<file path="src/hw/rtl/cau_pkg.sv">
// ----------------------------------------------------------------------------
// cau_pkg: shared types and constants of the complex arithmetic unit
// fixed-point widths, opcodes, status codes, pipeline payload and saturation
// ----------------------------------------------------------------------------
package cau_pkg;

  // operand format, signed q16.16
  localparam int unsigned DATA_W  = 32;
  localparam int unsigned FRAC_W  = 16;

  // derived widths
  localparam int unsigned PROD_W  = 2 * DATA_W;       // one exact product
  localparam int unsigned SUM_W   = PROD_W + 1;       // sum of two products
  localparam int unsigned ABS_W   = PROD_W;           // magnitude of such a sum
  localparam int unsigned DEN_W   = PROD_W;           // |b|^2
  localparam int unsigned QB      = DATA_W + 1;       // quotient bits kept
  localparam int unsigned SHIFT_W = QB - FRAC_W;      // pre-shift of the dividend
  localparam int unsigned STEPS   = QB;               // iteration stages
  localparam int unsigned SQ_N_W  = 2 * STEPS;        // radicand, zero padded
  localparam int unsigned ROOT_W  = STEPS;
  localparam int unsigned SQ_R_W  = ROOT_W + 3;
  localparam int unsigned WIDE_W  = PROD_W + 2;       // container for saturation
  localparam int unsigned SMP_W   = DATA_W + 1;       // add or subtract result

  localparam logic signed [WIDE_W-1:0] SAT_MAX =
    {{(WIDE_W-DATA_W+1){1'b0}}, {(DATA_W-1){1'b1}}};
  localparam logic signed [WIDE_W-1:0] SAT_MIN = ~SAT_MAX;

  typedef enum logic [2:0] {
    OP_ADD, OP_SUB, OP_MUL, OP_DIV, OP_CONJ, OP_NEG, OP_MAG2, OP_MAG
  } cau_op_e;

  typedef enum logic [1:0] {
    ST_OK, ST_DZ, ST_SAT
  } cau_status_e;

  // payload carried through the divide and root stages
  typedef struct packed {
    cau_op_e                op;
    logic [DATA_W-1:0]      pre_re;
    logic [DATA_W-1:0]      pre_im;
    logic                   pre_sat;
    logic                   dz;
    logic                   neg_re;
    logic                   neg_im;
    logic                   ovf_re;
    logic                   ovf_im;
    logic [DEN_W-1:0]       den;
    logic [DEN_W-1:0]       rem_re;
    logic [DEN_W-1:0]       rem_im;
    logic [QB-1:0]          low_re;
    logic [QB-1:0]          low_im;
    logic [QB-1:0]          q_re;
    logic [QB-1:0]          q_im;
    logic [SQ_N_W-1:0]      sq_n;
    logic [SQ_R_W-1:0]      sq_rem;
    logic [ROOT_W-1:0]      sq_root;
  } cau_step_t;

  typedef struct packed {
    logic [DATA_W-1:0] val;
    logic              sat;
  } cau_sat_t;

  function automatic cau_sat_t sat_fn(input logic signed [WIDE_W-1:0] v);
    cau_sat_t r;
    if (v > SAT_MAX) begin
      r.val = SAT_MAX[DATA_W-1:0];
      r.sat = 1'b1;
    end else if (v < SAT_MIN) begin
      r.val = SAT_MIN[DATA_W-1:0];
      r.sat = 1'b1;
    end else begin
      r.val = v[DATA_W-1:0];
      r.sat = 1'b0;
    end
    return r;
  endfunction

endpackage

</file>
<file path="src/hw/rtl/cau_back.sv">
// ----------------------------------------------------------------------------
// cau_back: quotient rounding, saturation, status and output register
// ----------------------------------------------------------------------------
module cau_back (
  input  logic                       clk_i,
  input  logic                       rst_ni,
  input  logic                       en_i,
  input  logic                       valid_i,
  input  cau_pkg::cau_step_t         step_i,
  output logic                       valid_o,
  output logic [cau_pkg::DATA_W-1:0] res_real_o,
  output logic [cau_pkg::DATA_W-1:0] res_imag_o,
  output cau_pkg::cau_status_e       status_o
);
  import cau_pkg::*;

  logic [QB:0]       mag_re, mag_im;
  logic [WIDE_W-1:0] w_re, w_im;
  cau_sat_t          d_re, d_im, root_s;
  logic [DATA_W-1:0] re_d, im_d, re_q, im_q;
  logic              sat_d;
  cau_status_e       st_d, st_q;
  logic              valid_q;

  always_comb begin
    // floor for negative quotients: bump magnitude when a remainder is left
    mag_re = step_i.ovf_re ? {1'b1, {QB{1'b0}}} :
             ({1'b0, step_i.q_re} + (QB+1)'(step_i.neg_re && (step_i.rem_re != '0)));
    mag_im = step_i.ovf_im ? {1'b1, {QB{1'b0}}} :
             ({1'b0, step_i.q_im} + (QB+1)'(step_i.neg_im && (step_i.rem_im != '0)));
    w_re   = step_i.neg_re ? (~WIDE_W'(mag_re) + 1'b1) : WIDE_W'(mag_re);
    w_im   = step_i.neg_im ? (~WIDE_W'(mag_im) + 1'b1) : WIDE_W'(mag_im);
    d_re   = sat_fn(signed'(w_re));
    d_im   = sat_fn(signed'(w_im));
    root_s = sat_fn(signed'(WIDE_W'(step_i.sq_root)));

    case (step_i.op)
      OP_DIV: begin
        re_d  = step_i.dz ? '0 : d_re.val;
        im_d  = step_i.dz ? '0 : d_im.val;
        sat_d = d_re.sat | d_im.sat;
      end
      OP_MAG: begin
        re_d  = root_s.val;
        im_d  = '0;
        sat_d = root_s.sat;
      end
      default: begin
        re_d  = step_i.pre_re;
        im_d  = step_i.pre_im;
        sat_d = step_i.pre_sat;
      end
    endcase

    if (step_i.dz) begin
      st_d = ST_DZ;
    end else if (sat_d) begin
      st_d = ST_SAT;
    end else begin
      st_d = ST_OK;
    end
  end

  always_ff @(posedge clk_i or negedge rst_ni) begin
    if (!rst_ni) begin
      valid_q <= 1'b0;
    end else if (en_i) begin
      valid_q <= valid_i;
    end
  end

  always_ff @(posedge clk_i) begin
    if (en_i) begin
      re_q <= re_d;
      im_q <= im_d;
      st_q <= st_d;
    end
  end

  assign valid_o    = valid_q;
  assign res_real_o = re_q;
  assign res_imag_o = im_q;
  assign status_o   = st_q;

endmodule

</file>
<file path="config.mk">
export PLATFORM = sky130hd
export DESIGN_NAME = cau_back
export DESIGN_NICKNAME = d
export VERILOG_FILES = /design/src/hw/rtl/cau_pkg.sv /design/src/hw/rtl/cau_back.sv
export SDC_FILE = /design/constraint.sdc
export NUM_CORES = 1
export LEC_CHECK = 0
export ABC_AREA = 1
export BUFFER_PORTS_ARGS = -buffer_cell sky130_fd_sc_hd__buf_2
export CORE_AREA = 2 2 234 236
export CTS_BUF_LIST = sky130_fd_sc_hd__clkbuf_4
export DETAILED_ROUTE_END_ITERATION = 6
export DIE_AREA = 0 0 236 238
export GPL_ROUTABILITY_DRIVEN = 0
export PLACE_DENSITY = 0.34
export SLEW_MARGIN = 25
export SYNTH_ARGS = -nofsm -noshare
export SYNTH_HDL_FRONTEND = slang
export SYNTH_SLANG_ARGS = --single-unit
</file>
<file path="constraint.sdc">
create_clock -name clk_i -period 2.1 [get_ports clk_i]
set_input_delay 0.63 -clock clk_i [delete_from_list [all_inputs] [get_ports clk_i]]
set_output_delay 0.63 -clock clk_i [all_outputs]
set_load 0.05 [all_outputs]
</file>
==> results.toml <==
[logic_synthesis]
yosys-top-cells-area = "sky130_fd_sc_hd__edfxtp_1 (25%), sky130_fd_sc_hd__nand2_1 (21%), sky130_fd_sc_hd__nand3_1 (11%), sky130_fd_sc_hd__nor2_1 (9.8%), sky130_fd_sc_hd__inv_1 (5.2%)"
most_common_cell_in_the_synthesized_netlist = "sky130_fd_sc_hd__nand2_1"
synth_seq_cells = 67
synth_top_cells_by_count = "sky130_fd_sc_hd__nand2_1 (439), sky130_fd_sc_hd__nor2_1 (204), sky130_fd_sc_hd__nand3_1 (171)"
async_reset_ff_frac = 0.0149
syn_area_per_cell_um2 = 6.02
synth.cell_area_um2 = 7790
ys_types = 37
synth-seq-area-share = 0.258
synthCells = 1293
synthDominantAreaCellType = "sky130_fd_sc_hd__edfxtp_1"
mappedNetlistNets = 1837
synth_flop_cell = "sky130_fd_sc_hd__edfxtp_1"
synth.yosys.warnings = 0
post_synth_edffs = 66
synth_top_cell_area_share = 0.255

[drt]
detail_route.wirelength.met1_um = 17500
wl_met2_um = 22200
vias = 10900
wl_met3_um = 2400
drt-vias-per-instance = 4.09
drcViolationCount = 0
initialDrtViolationCount = 344
antenna_violating_nets_post_route = 0
post_drt_wl_per_cell_um = 16.1
top_layer_used = "met5"
drt_pre_antenna_iters = 5
totalWireLength_um = 42900

[setup_path]
critPathRequiredTime_ps = 2340
critPathLaunchType = "input port"
worst-endpoint-arrival_ps = 3880
slack_of_the_worst_reg_to_reg_path_ps = 1330
kind_of_critical_path = "input port to flip-flop"
crit_fanout = 7
endpoint_kind = "flip-flop"

[finish]
final_cell_count_no_fill = 2675
num-fill-cells = 6002
final_layout_size_suffix_gt1_frac = 0.515
utilization = 0.278
stdcell_area_um2 = 14900
syn_to_layout_area_delta_pct = 91.3
nets = 2511

[floorplan]
i_o_pin_count = 603
core-area_um2 = 53500
rows = 85
initial_cell_density_of_the_core = 0.146
floorplan.die_area_um2 = 56200
die-height_um = 238
die_w_um = 236

[status]
result_of_the_run = "finished, violations left"
violations = "setup timing"

[hold_path]
min_path_type = "input port to flip-flop"

[clocking]
clk_transition_reported_paths_ps = 130
numCtsBuffers = 9
cts_tree = "yes"
cts.sinks = 67
clock_path_buffers = 2
h-tree-depth = 3
cts.root.buffer_cell = "sky130_fd_sc_hd__clkbuf_4"
insertion_delay_ps = 500

[power_and_ir_drop]
peakVddDrop_v = 0.000199
power.static_leakage_nw = 7.41
pwr_density_cell_nw_per_um2 = 372
report.power.total_mw = 5.54

[timing]
hold-worst-slack_ps = 329
timing.clock.skew_ps = 0
timing.slew.headroom = 0.664
fmax_ghz = 0.275
finalMaxSlewViolations = 0
finalWorstSetupSlack_ps = -1540
worstMarginPinSlew_ps = 500
final.period_utilization = 1.73
rsz0062_at_grt = "true"
setup_viol = 65
finalSetupTns_ps = -96320
layout_min_cycle_time_ps = 3640
final_hold_viol_count = 0

[global_routing]
number_of_global_route_vias_before_repair = 11300
grt_start_max_net_pins = 43
grt-ovfl-total = 0
antenna_found_initial = 12
grt_use_total = 0.151
grt_first_pass_wirelength_um = 64900

[placement]
preCtsSetupSlack_ps = -2630
place.port_buffers = 370
place.detailed.instances = 2615
dp.final_hpwl_um = 36100
detailed_place.area_um2 = 12900

[job]
cap_viol_max_count = 0
==> area by class of cell <==
| type | count | area (µm²) | share of cell area |
|---|---|---|---|
| Timing Repair Buffer | 697 | 4670 | 0.313 |
| Clock buffer | 9 | 67.6 | 0.00454 |
| Clock inverter | 7 | 100 | 0.00672 |
| Antenna cell | 7 | 17.5 | 0.00118 |
| Tap cell | 696 | 871 | 0.0585 |
| Timing Repair inverter | 3 | 43.8 | 0.00294 |
| Sequential cell | 67 | 2010 | 0.135 |
| Multi-Input combinational cell | 1080 | 6690 | 0.449 |
| Inverter | 109 | 424 | 0.0285 |
==> critical path, cell delays in order <==
cell and delay (ps):
sky130_fd_sc_hd__buf_8 100, sky130_fd_sc_hd__nor4_4 300, sky130_fd_sc_hd__nand4_1 190, sky130_fd_sc_hd__nor4_2 310, sky130_fd_sc_hd__nor2_1 110, sky130_fd_sc_hd__ha_4 200, sky130_fd_sc_hd__ha_4 170, sky130_fd_sc_hd__inv_1 70
sky130_fd_sc_hd__nor2_2 50, sky130_fd_sc_hd__nand2_2 110, sky130_fd_sc_hd__nor2_4 70, sky130_fd_sc_hd__nand2_1 60, sky130_fd_sc_hd__nand2_1 80, sky130_fd_sc_hd__nand3_4 130, sky130_fd_sc_hd__nand2_2 80, sky130_fd_sc_hd__nor2_2 130
sky130_fd_sc_hd__nand2_1 80, sky130_fd_sc_hd__nor2_1 90, sky130_fd_sc_hd__nand2_1 80, sky130_fd_sc_hd__buf_4 140, sky130_fd_sc_hd__nand3_1 60, sky130_fd_sc_hd__nand2_1 90, sky130_fd_sc_hd__nand3_4 90, sky130_fd_sc_hd__nand2_4 80
sky130_fd_sc_hd__nand2_8 180, sky130_fd_sc_hd__inv_12 80, sky130_fd_sc_hd__nand2_4 70, sky130_fd_sc_hd__nand3_2 50
==> cell families (layout without fill, tap and decap cells) <==
family / after synthesis / after routing / synth area share
and+or+nand+nor: 925 / 925 / 0.520
xor gates and xnor gates: 58 / 58 / 0.0652
buffers and inverters: 146 / 825 / 0.0767
muxes: 1 / 1 / 0.00145
AOI/OAI and AO/OA: 88 / 88 / 0.0657
DFF: 67 / 67 / 0.258
other: 0 / 7 / 0
adders and majority gates: 8 / 8 / 0.0129
==> timing repair <==
action | CTS | global route
pin swaps | 59 | 92
gates cloned | 7 | 1
setup buffers | 20 | 12
resized for setup | 202 | 144
hold endpoints to repair | 1 | 0
setup endpoints to repair | 65 | 65
hold buffers | 1 | 0
==> cells in the final DEF (no fill, tap or decap), drive strengths merged <==
cell | synthesis | routed
a21o | 2 | 2
and3 | 1 | 1
o21bai | 12 | 12
dlygate4sd3 | 0 | 1
nand4 | 24 | 24
a31oi | 4 | 4
edfxtp | 66 | 66
clkbuf | 21 | 10
inv | 109 | 114
diode | 0 | 7
nand3b | 1 | 1
xnor2 | 29 | 29
clkinv | 0 | 3
bufinv | 0 | 2
a32o | 1 | 1
nor2 | 225 | 225
mux2 | 1 | 1
nor3 | 6 | 6
nand2 | 453 | 453
o41ai | 1 | 1
dfrtp | 1 | 1
buf | 16 | 695
ha | 8 | 8
nand3 | 179 | 179
xor2 | 29 | 29
nor4 | 36 | 36
a21oi | 38 | 38
o21ai | 30 | 30
==> registers in the layout, summed over array words and instances (netlist names) <==
name,flops
valid_o,1
status_o,2
res_real_o,32
res_imag_o,32
==> report_power, final <==
part	switching, mW	internal [mW]	leakage, nW	total [mW]
clock	0.641	0.491	0.0909	1.13
combinational	1.65	1.09	6.66	2.75
sequential	0.0451	1.62	0.655	1.67
total	2.34	3.20	7.41	5.54
==> worst paths after layout <==
| check | cells past startpoint | startpoint | to |
|---|---|---|---|
| max | 28 | step_i[385] | res_real_o[27] |
| min | 1 | step_i[463] | status_o[0] |
| max reg2reg | 1 | valid_o | valid_o |
| min reg2reg | 1 | valid_o | valid_o |
| max in group asynchronous | 2 | rst_ni | valid_o |
| min in group asynchronous | 2 | rst_ni | valid_o |
==> metal layers <==
layer	GRT usage	vias up
met5	0	-
met3	0.0376	51
met2	0.283	285
li1	-	5595
met4	0.0313	10
met1	0.173	5002
No activity file was read; power rests on OpenSTA's default activity.
