$ cat src/hw/rtl/cau_pkg.sv
// ----------------------------------------------------------------------------
// cau_pkg: shared types and constants of the complex arithmetic unit
// fixed-point widths, opcodes, status codes, pipeline payload and saturation
// ----------------------------------------------------------------------------
package cau_pkg;

  // operand format, signed q16.16
  localparam int unsigned DATA_W  = 32;
  localparam int unsigned FRAC_W  = 16;

  // derived widths
  localparam int unsigned PROD_W  = 2 * DATA_W;       // one exact product
  localparam int unsigned SUM_W   = PROD_W + 1;       // sum of two products
  localparam int unsigned ABS_W   = PROD_W;           // magnitude of such a sum
  localparam int unsigned DEN_W   = PROD_W;           // |b|^2
  localparam int unsigned QB      = DATA_W + 1;       // quotient bits kept
  localparam int unsigned SHIFT_W = QB - FRAC_W;      // pre-shift of the dividend
  localparam int unsigned STEPS   = QB;               // iteration stages
  localparam int unsigned SQ_N_W  = 2 * STEPS;        // radicand, zero padded
  localparam int unsigned ROOT_W  = STEPS;
  localparam int unsigned SQ_R_W  = ROOT_W + 3;
  localparam int unsigned WIDE_W  = PROD_W + 2;       // container for saturation
  localparam int unsigned SMP_W   = DATA_W + 1;       // add or subtract result

  localparam logic signed [WIDE_W-1:0] SAT_MAX =
    {{(WIDE_W-DATA_W+1){1'b0}}, {(DATA_W-1){1'b1}}};
  localparam logic signed [WIDE_W-1:0] SAT_MIN = ~SAT_MAX;

  typedef enum logic [2:0] {
    OP_ADD, OP_SUB, OP_MUL, OP_DIV, OP_CONJ, OP_NEG, OP_MAG2, OP_MAG
  } cau_op_e;

  typedef enum logic [1:0] {
    ST_OK, ST_DZ, ST_SAT
  } cau_status_e;

  // payload carried through the divide and root stages
  typedef struct packed {
    cau_op_e                op;
    logic [DATA_W-1:0]      pre_re;
    logic [DATA_W-1:0]      pre_im;
    logic                   pre_sat;
    logic                   dz;
    logic                   neg_re;
    logic                   neg_im;
    logic                   ovf_re;
    logic                   ovf_im;
    logic [DEN_W-1:0]       den;
    logic [DEN_W-1:0]       rem_re;
    logic [DEN_W-1:0]       rem_im;
    logic [QB-1:0]          low_re;
    logic [QB-1:0]          low_im;
    logic [QB-1:0]          q_re;
    logic [QB-1:0]          q_im;
    logic [SQ_N_W-1:0]      sq_n;
    logic [SQ_R_W-1:0]      sq_rem;
    logic [ROOT_W-1:0]      sq_root;
  } cau_step_t;

  typedef struct packed {
    logic [DATA_W-1:0] val;
    logic              sat;
  } cau_sat_t;

  function automatic cau_sat_t sat_fn(input logic signed [WIDE_W-1:0] v);
    cau_sat_t r;
    if (v > SAT_MAX) begin
      r.val = SAT_MAX[DATA_W-1:0];
      r.sat = 1'b1;
    end else if (v < SAT_MIN) begin
      r.val = SAT_MIN[DATA_W-1:0];
      r.sat = 1'b1;
    end else begin
      r.val = v[DATA_W-1:0];
      r.sat = 1'b0;
    end
    return r;
  endfunction

endpackage

$ cat src/hw/rtl/cau_step.sv
// ----------------------------------------------------------------------------
// cau_step: one restoring divide bit for both components and one root bit
// ----------------------------------------------------------------------------
module cau_step (
  input  logic                clk_i,
  input  logic                rst_ni,
  input  logic                en_i,
  input  logic                valid_i,
  input  cau_pkg::cau_step_t  step_i,
  output logic                valid_o,
  output cau_pkg::cau_step_t  step_o
);
  import cau_pkg::*;

  cau_step_t step_d, step_q;
  logic      valid_q;
  logic [DEN_W:0]    tr_re, tr_im, dd;
  logic [SQ_R_W-1:0] sr, st;
  logic              qb_re, qb_im;

  always_comb begin
    step_d = step_i;
    dd     = {1'b0, step_i.den};
    tr_re  = {step_i.rem_re, step_i.low_re[QB-1]};
    tr_im  = {step_i.rem_im, step_i.low_im[QB-1]};
    qb_re  = tr_re >= dd;
    qb_im  = tr_im >= dd;
    step_d.rem_re = qb_re ? DEN_W'(tr_re - dd) : DEN_W'(tr_re);
    step_d.rem_im = qb_im ? DEN_W'(tr_im - dd) : DEN_W'(tr_im);
    step_d.low_re = step_i.low_re << 1;
    step_d.low_im = step_i.low_im << 1;
    step_d.q_re   = {step_i.q_re[QB-2:0], qb_re};
    step_d.q_im   = {step_i.q_im[QB-2:0], qb_im};

    // digit-by-digit square root, two radicand bits per step
    sr = {step_i.sq_rem[SQ_R_W-3:0], step_i.sq_n[SQ_N_W-1 -: 2]};
    st = {1'b0, step_i.sq_root, 2'b01};
    step_d.sq_n = step_i.sq_n << 2;
    if (sr >= st) begin
      step_d.sq_rem  = sr - st;
      step_d.sq_root = {step_i.sq_root[ROOT_W-2:0], 1'b1};
    end else begin
      step_d.sq_rem  = sr;
      step_d.sq_root = {step_i.sq_root[ROOT_W-2:0], 1'b0};
    end
  end

  always_ff @(posedge clk_i or negedge rst_ni) begin
    if (!rst_ni) begin
      valid_q <= 1'b0;
    end else if (en_i) begin
      valid_q <= valid_i;
    end
  end

  always_ff @(posedge clk_i) begin
    if (en_i) begin
      step_q <= step_d;
    end
  end

  assign valid_o = valid_q;
  assign step_o  = step_q;

endmodule

$ cat config.mk
export PLATFORM = sky130hd
export DESIGN_NAME = cau_step
export DESIGN_NICKNAME = d
export VERILOG_FILES = /design/src/hw/rtl/cau_pkg.sv /design/src/hw/rtl/cau_step.sv
export SDC_FILE = /design/constraint.sdc
export NUM_CORES = 1
export LEC_CHECK = 0
export BUFFER_PORTS_ARGS = -buffer_cell sky130_fd_sc_hd__buf_2
export CORE_AREA = 2 2 412 414
export DETAILED_ROUTE_END_ITERATION = 10
export DIE_AREA = 0 0 414 416
export HOLD_SLACK_MARGIN = 0.12
export PLACE_DENSITY = 0.34
export RECOVER_POWER = 50
export SLEW_MARGIN = 20
export SYNTH_ARGS = -nofsm -noshare
export SYNTH_HDL_FRONTEND = slang
export SYNTH_SLANG_ARGS = --single-unit
$ cat constraint.sdc
create_clock -name clk_i -period 1 [get_ports clk_i]
set_clock_uncertainty 0.1 [all_clocks]
set_input_delay 0.05 -clock clk_i [delete_from_list [all_inputs] [get_ports clk_i]]
set_output_delay 0.05 -clock clk_i [all_outputs]
set_load 0.02 [all_outputs]
==> results of run 1 <==
==> final timing paths <==
| check | slack [ns] | endpoint | cells past startpoint | start |
|---|---|---|---|---|
| worst max-delay path | -1.77 | step_o[302] | 13 | step_i[317] |
| worst min-delay path | -0.57 | step_o[397] | 1 | step_i[397] |
| worst max register to register | 0.13 | valid_o | 1 | valid_o |
| worst min register to register | 0.46 | valid_o | 1 | valid_o |
| max in group asynchronous | 0.03 | valid_o | 4 | rst_ni |
| min in group asynchronous | 0.65 | valid_o | 4 | rst_ni |
==> cell type report <==
type / count / area, µm²
Timing Repair Buffer: 2714 / 22800
Tap cell: 2218 / 2780
Antenna cell: 30 / 75.1
Multi-Input combinational cell: 1535 / 13000
Clock buffer: 86 / 1900
Inverter: 139 / 593
Clock inverter: 51 / 577
Sequential cell: 529 / 15900
Fill cell: 17200 / 111000
==> per-layer routing <==
metal / track usage / wire length (µm) / part of all wire
met1: 0.200 / 62100 / 0.38
met2: 0.330 / 83700 / 0.51
met4: 0.0670 / 8200 / 0.050
met3: 0.0488 / 11200 / 0.067
met5: 0 / 353 / 0.0021
==> kinds of logic (layout without fill, tap and decap cells) <==
logic type	after synthesis	in the layout	synth area share
fa+ha+maj	165	165	0.0768
compound gates	663	663	0.151
simple gates	524	524	0.0894
buf+inv	223	2990	0.0349
other cells	1	34	0.000138
xor+xnor	150	150	0.0485
flops	529	529	0.586
mux	29	29	0.0137
==> power groups by stage <==
| stage | sequential (mW) | combinational [mW] | clock, mW |
|---|---|---|---|
| after floorplan | 31.3 | 6.87 | 0 |
| after global placement | 28.6 | 21.7 | 0 |
| after detailed placement | 28.5 | 21.6 | 0 |
| after CTS | 28.1 | 25.0 | 28.3 |
| after global routing | 28.7 | 30.0 | 28.9 |
| final | 28.5 | 28.1 | 27.2 |
==> per-stage QoR <==
stage | setup WS, ns | setup TNS (ns) | utilization | cell area, µm² | hold WS [ns]
after global routing | -1.80 | -592.24 | 0.342 | 57600 | -0.616
after CTS | -1.70 | -519.66 | 0.314 | 52800 | -0.643
after detailed placement | -2.77 | -446.21 | 0.247 | 41600 | -0.259
after floorplan | -2.04 | -296.75 | - | 27700 | -0.346
final | -1.77 | -537.58 | 0.343 | 57600 | -0.573
after global placement | -2.72 | -438.83 | 0.247 | 41600 | -0.260
==> registers in the layout, summed over array words and instances, names as in the netlist <==
register  count
step_o      528
valid_o       1
==> repair_timing <==
| item | in CTS | in global routing |
|---|---|---|
| endpoints found under the setup margin | 696 | 763 |
| setup buffers | 25 | 32 |
| cloned | 6 | 14 |
| gates resized for setup | 225 | 1161 |
| hold endpoints to repair | 1058 | 192 |
| hold buffers | 754 | 94 |
| pin swaps | 45 | 126 |
==> cell usage after synthesis, types with 15 or more instances <==
| cell | number |
|---|---|
| a211oi_1 | 15 |
| a21o_1 | 89 |
| a21oi_1 | 249 |
| a31oi_1 | 23 |
| clkbuf_1 | 57 |
| edfxtp_1 | 528 |
| ha_1 | 163 |
| inv_1 | 139 |
| nand2_1 | 190 |
| nand2b_1 | 18 |
| nand3_1 | 33 |
| nand4_1 | 45 |
| nor2_1 | 138 |
| nor2b_1 | 21 |
| nor3_1 | 21 |
| o21a_1 | 23 |
| o21ai_0 | 121 |
| o21ai_1 | 34 |
| o21bai_1 | 30 |
| xnor2_1 | 97 |
| xor2_1 | 53 |
==> reports/qor.yml, run 1 <==
run_status:
  status: "finished, violations left"
  violations: "hold timing, setup timing"
clock_network:
  clk_latency_ns: 0.70
  cts_root_buffer: "clkbuf_16"
  clk_pin_slew_worst_paths_ns: 0.06
  cts_buffers: 74
  clock-sinks: 529
  cts-htree-levels: 3
  cts_tree: "built"
  cts_max_path_buffers: 3
routing:
  wl_per_cell_um: 22.7
  route.detailed.drc: 0
  drt_iter0_markers: 1392
  firstDrtPassIters: 6
  viasPerCell: 4.03
  routed_wl_um: 165000
  dr_total_vias: 29500
  ant_nets: 0
logic_synthesis:
  synth.yosys.seq_area_share: 0.586
  synth_area_leader_cell: "edfxtp_1"
  synth.top_cell.area_share: 0.585
  synth_area_mm2: 0.0271
  ys_ff_latch: 529
  synth-edff-count: 528
  ys.flop_type: "edfxtp_1"
  synth_area_per_cell_um2: 11.9
  async_reset_ff_frac: 0.00189
  synthCells: 2284
  yosys_warnings: 0
  synth_area_leaders: "edfxtp_1 (59%), ha_1 (7.5%), a21oi_1 (4.6%)"
  synth_cell_types: 76
global_routing:
  antenna_found_initial: 68
  gr-total-overflow: 0
  grtUsageTotal: 0.181
  grt_pass1_wl_um: 223000
  grt_pass1_vias: 29900
  grt_max_degree: 34
layout:
  layout_common_cells: "dlygate4sd3_1 (798), buf_4 (759), buf_2 (700)"
  instances_no_fill: 7302
  syn2layout_area_growth_pct: 113
  drive_above_1_share: 0.489
  final_common_cell: "dlygate4sd3_1"
  fin_nets: 5694
power_and_ir_drop:
  irDropWorstVdd_v: 0.00111
  p_per_area_mw_per_mm2: 1460
  seq_power_share: 0.340
  sw_frac_of_total: 0.323
  p_leak_nw: 24.5
  p_int_mw: 56.7
  total_power_mw: 83.8
  clkPwrFrac: 0.325
  combPwrFrac: 0.336
  p_sw_mw: 27.1
flow_run:
  cap_violations: 0
timing:
  whs_ns: -0.573
  period_needed_ns: 2.77
  fin_crit_sh: 2.77
  relSlewSlack: 0.538
  hold_viol_final: 82
  worst_pin_slew_ns: 0.685
  rsz0062_at_grt: "yes"
  drv_slew: 0
  layout_setup_ws_ns: -1.77
  setup_violations: 1213
  clock.fmax_mhz: 361
placement:
  routabilityCongestion: 0.873
  dp_hpwl_um: 132000
  placed_cells: 6262
  port_buffers: 1060
setup_path:
  required_ns: 1.35
  cp_max_fo: 8
  max_stage_delay_ns: 0.61
  path_cells: "buf_2, dlygate4sd3_1, ha_1, a21oi_2, o21ai_0, a21oi_1, nor2_1, nor2_1, nor2_1, or4_4, a31oi_4, buf_12, mux2_4"
  cp-end-kind: "flop"
  cp_data_arrival_time_ns: 3.12
  timing.setup.critical_path_class: "input port to flop"
  critical_path.top_delay_family: "buffers and inverters"
  cp_num_buf_inv: 3
  critPathLaunchType: "input port"
  critPathSlowestCell: "dlygate4sd3_1"
  cpMostUsedCell: "nor2_1"
die:
  die_area_mm2: 0.172
  die_w_um: 414
  die_h_um: 416
  core_area_mm2: 0.168
  floorplan.initialDensity: 0.161
  rows: 151
  io_pins: 1069
min_path:
  hold_path_class: "input port to flop"
Power figures use the tool's default switching activity.
==> run 2: changes to the inputs <==
BUFFER_PORTS_ARGS = default   (was -buffer_cell sky130_fd_sc_hd__buf_2)
CORE_AREA = 2 2 422 424   (was 2 2 412 414)
DIE_AREA = 0 0 424 426   (was 0 0 414 416)
DONT_BUFFER_PORTS = 1   (was default)
PLACE_DENSITY = 0.3   (was 0.34)
==> run 2 against run 1 <==
The run still ends with hold timing, setup timing left; utilization decreased by 5.9 points; die area rose by 4.9%; sequential cell count unchanged; worst hold slack worse by 0.099 ns; fmax increased by 1.7%; global-route usage decreased by 1.7 points; sequential share of layout area grew 4.3 points; register-to-register slack about the same; non-clock buffer count fell by 1132; count of clock-buffer cells in the layout down 9; critical path depth grew 3; combinational power decreased by 28%; critical path type unchanged; largest cell class is now flip-flops and latches; largest power group unchanged.
==> reports/qor.yml, run 2 (synthesized netlist as in run 1, its figures left out) <==
run_status:
  status: "finished, violations left"  # unchanged
  violations: "hold timing, setup timing"  # unchanged
global_routing:
  grt_pass1_vias: 25900  # was 29900
  gr-total-overflow: 0  # unchanged
  grt_pass1_wl_um: 208000  # was 223000 µm
  grt_max_degree: 530  # was 34
  grtUsageTotal: 0.164  # was 0.181
  antenna_found_initial: 6  # was 68
die:
  die_area_mm2: 0.181  # was 0.172 mm²
  io_pins: 1069  # unchanged
  core_area_mm2: 0.176  # was 0.168 mm²
  rows: 154  # was 151
  die_w_um: 424  # was 414 µm
  floorplan.initialDensity: 0.154  # was 0.161
  die_h_um: 426  # was 416 µm
routing:
  viasPerCell: 4.01  # was 4.03
  wl_per_cell_um: 24.9  # was 22.7 µm
  wl_met3_um: 8250  # was 11200 µm
  ant_nets: 0  # unchanged
  wl_met1_um: 56400  # was 62100 µm
  highest_layer: "met5"  # unchanged
  route.detailed.drc: 0  # unchanged
  firstDrtPassIters: 5  # was 6
  routed-wl-met2_um: 84800  # was 83700 µm
  drt_iter0_markers: 1215  # was 1392
  dr_total_vias: 25100  # was 29500
  routed_wl_um: 156000  # was 165000 µm
setup_path:
  cp-end-kind: "flop"  # unchanged
  timing.setup.critical_path_class: "input port to flop"  # unchanged
  critPathLaunchType: "input port"  # unchanged
  cp_data_arrival_time_ns: 3.05  # was 3.12 ns
  cp_max_fo: 6  # was 8
  r2r_start: "valid_o"  # unchanged
  reg2reg_slack_ns: 0.13  # about the same
  required_ns: 1.33  # was 1.35 ns
  r2r.worst_path.cells: 1  # unchanged
  r2r-end: "valid_o"  # unchanged
timing:
  rsz0062_at_grt: "yes"  # unchanged
  clock.fmax_mhz: 367  # was 361 MHz
  setup_violations: 1216  # was 1213
  whs_ns: -0.672  # was -0.573 ns
  period_needed_ns: 2.73  # was 2.77 ns
  fin_setup_tns_ns: -919.19  # was -537.58 ns
  worst_pin_slew_ns: 0.974  # was 0.685 ns
  drv_slew: 0  # unchanged
  fin_crit_sh: 2.73  # was 2.77
  relSlewSlack: 0.351  # was 0.538
  hold_viol_final: 162  # was 82
  layout_setup_ws_ns: -1.73  # was -1.77 ns
clock_network:
  cts_root_buffer: "clkbuf_16"  # unchanged
  cts_max_path_buffers: 3  # unchanged
  cts_tree: "built"  # unchanged
  clk_pin_slew_worst_paths_ns: 0.07  # was 0.06 ns
  cts_buffers: 72  # was 74
  cts-htree-levels: 3  # unchanged
  clock-sinks: 529  # unchanged
  clk_latency_ns: 0.70  # about the same
placement:
  port_buffers: 0  # was 1060
  placed_area_mm2: 0.0360  # was 0.0416 mm²
  placed_cells: 5298  # was 6262
  dp_hpwl_um: 121000  # was 132000 µm
  routabilityCongestion: 0.836  # was 0.873
layout:
  fill_cells: 18100  # was 17200
  utilization: 0.284  # was 0.343
  layout_common_cells: "dlygate4sd3_1 (684), buf_4 (674), edfxtp_1 (528)"  # was dlygate4sd3_1 (798), buf_4 (759), buf_2 (700)
  instances_no_fill: 6261  # was 7302
  fin_nets: 4560  # was 5694
  drive_above_1_share: 0.365  # was 0.489
  largest_register_ff_count: 528  # unchanged
  final_common_cell: "dlygate4sd3_1"  # unchanged
  post-route-cell-area_mm2: 0.0499  # was 0.0576 mm²
  syn2layout_area_growth_pct: 84.0  # was 113%
power_and_ir_drop:
  p_per_area_mw_per_mm2: 1590  # was 1460 mW/mm²
  p_leak_nw: 20.0  # was 24.5 nW
  irDropWorstVdd_v: 0.00115  # was 0.00111 V
min_path:
  hold_depth: 0  # was 1
  worstHoldEndpoint: "step_o[427]"  # was step_o[397]
  hold_path_class: "input port to flop"  # unchanged
  hold_path_startpoint: "step_i[427]"  # was step_i[397]
flow_run:
  cap_violations: 0  # unchanged
## run 2: layout make-up
type                       instances  area [µm²]  area share
multi-input combinational       1535       13000       0.260
sequential                       529       15900       0.319
clock buffer                      77        1840      0.0369
tap                             2340        2930      0.0587
clock inverter                    55         599      0.0120
antenna                            4        10.0    0.000201
timing repair buffer            1582       15000       0.302
inverter                         139         583      0.0117
## run 2: what timing repair did
item | CTS | global route
hold endpoints to repair | 1058 | 474
endpoints found under the setup margin | 696 | 974
gates resized for setup | 385 | 377
hold buffers | 709 | 41
pin swaps | 97 | 115
setup buffers | 38 | 22
cloned | 12 | 8
## run 2: stage by stage
stage / power (mW) / setup slack [ns]
after floorplan: 38.2 / -2.04
after global placement: 46.7 / -2.82
after detailed placement: 46.5 / -2.82
after CTS: 78.9 / -1.67
after global routing: 82.6 / -1.78
final: 79.2 / -1.73
## run 2: per-layer routing
layer / vias to the layer above / GRT usage
met4: 2 / 0.0698
met5: - / 0
li1: 11700 / -
met1: 12400 / 0.170
met3: 179 / 0.0337
met2: 837 / 0.316
## run 2: power by group
| group | total, mW | internal, mW | switching, mW |
|---|---|---|---|
| clock network | 27.1 | 15.6 | 11.5 |
| registers | 31.7 | 27.5 | 4.24 |
| logic | 20.3 | 10.4 | 9.90 |
## run 2: how the worst max path moves through the flow
stage | from | end | cells after the start
after detailed placement | step_i[266] | step_o[393] | 17
final | step_i[421] | step_o[338] | 16
after global placement | step_i[432] | step_o[393] | 17
after global routing | step_i[421] | step_o[338] | 16
after floorplan | step_i[396] | step_o[302] | 13
after CTS | step_i[421] | step_o[335] | 16
## run 2: critical path: stages
cell	delay, ns
clkinvlp_4	0.16
ha_4	0.34
buf_6	0.11
nand4_1	0.09
buf_6	0.14
nor3_4	0.27
buf_12	0.16
nand4_1	0.25
nor3_2	0.23
buf_4	0.18
a31oi_1	0.08
nand2_1	0.08
a41o_1	0.11
a211o_4	0.26
buf_12	0.19
mux2_4	0.31
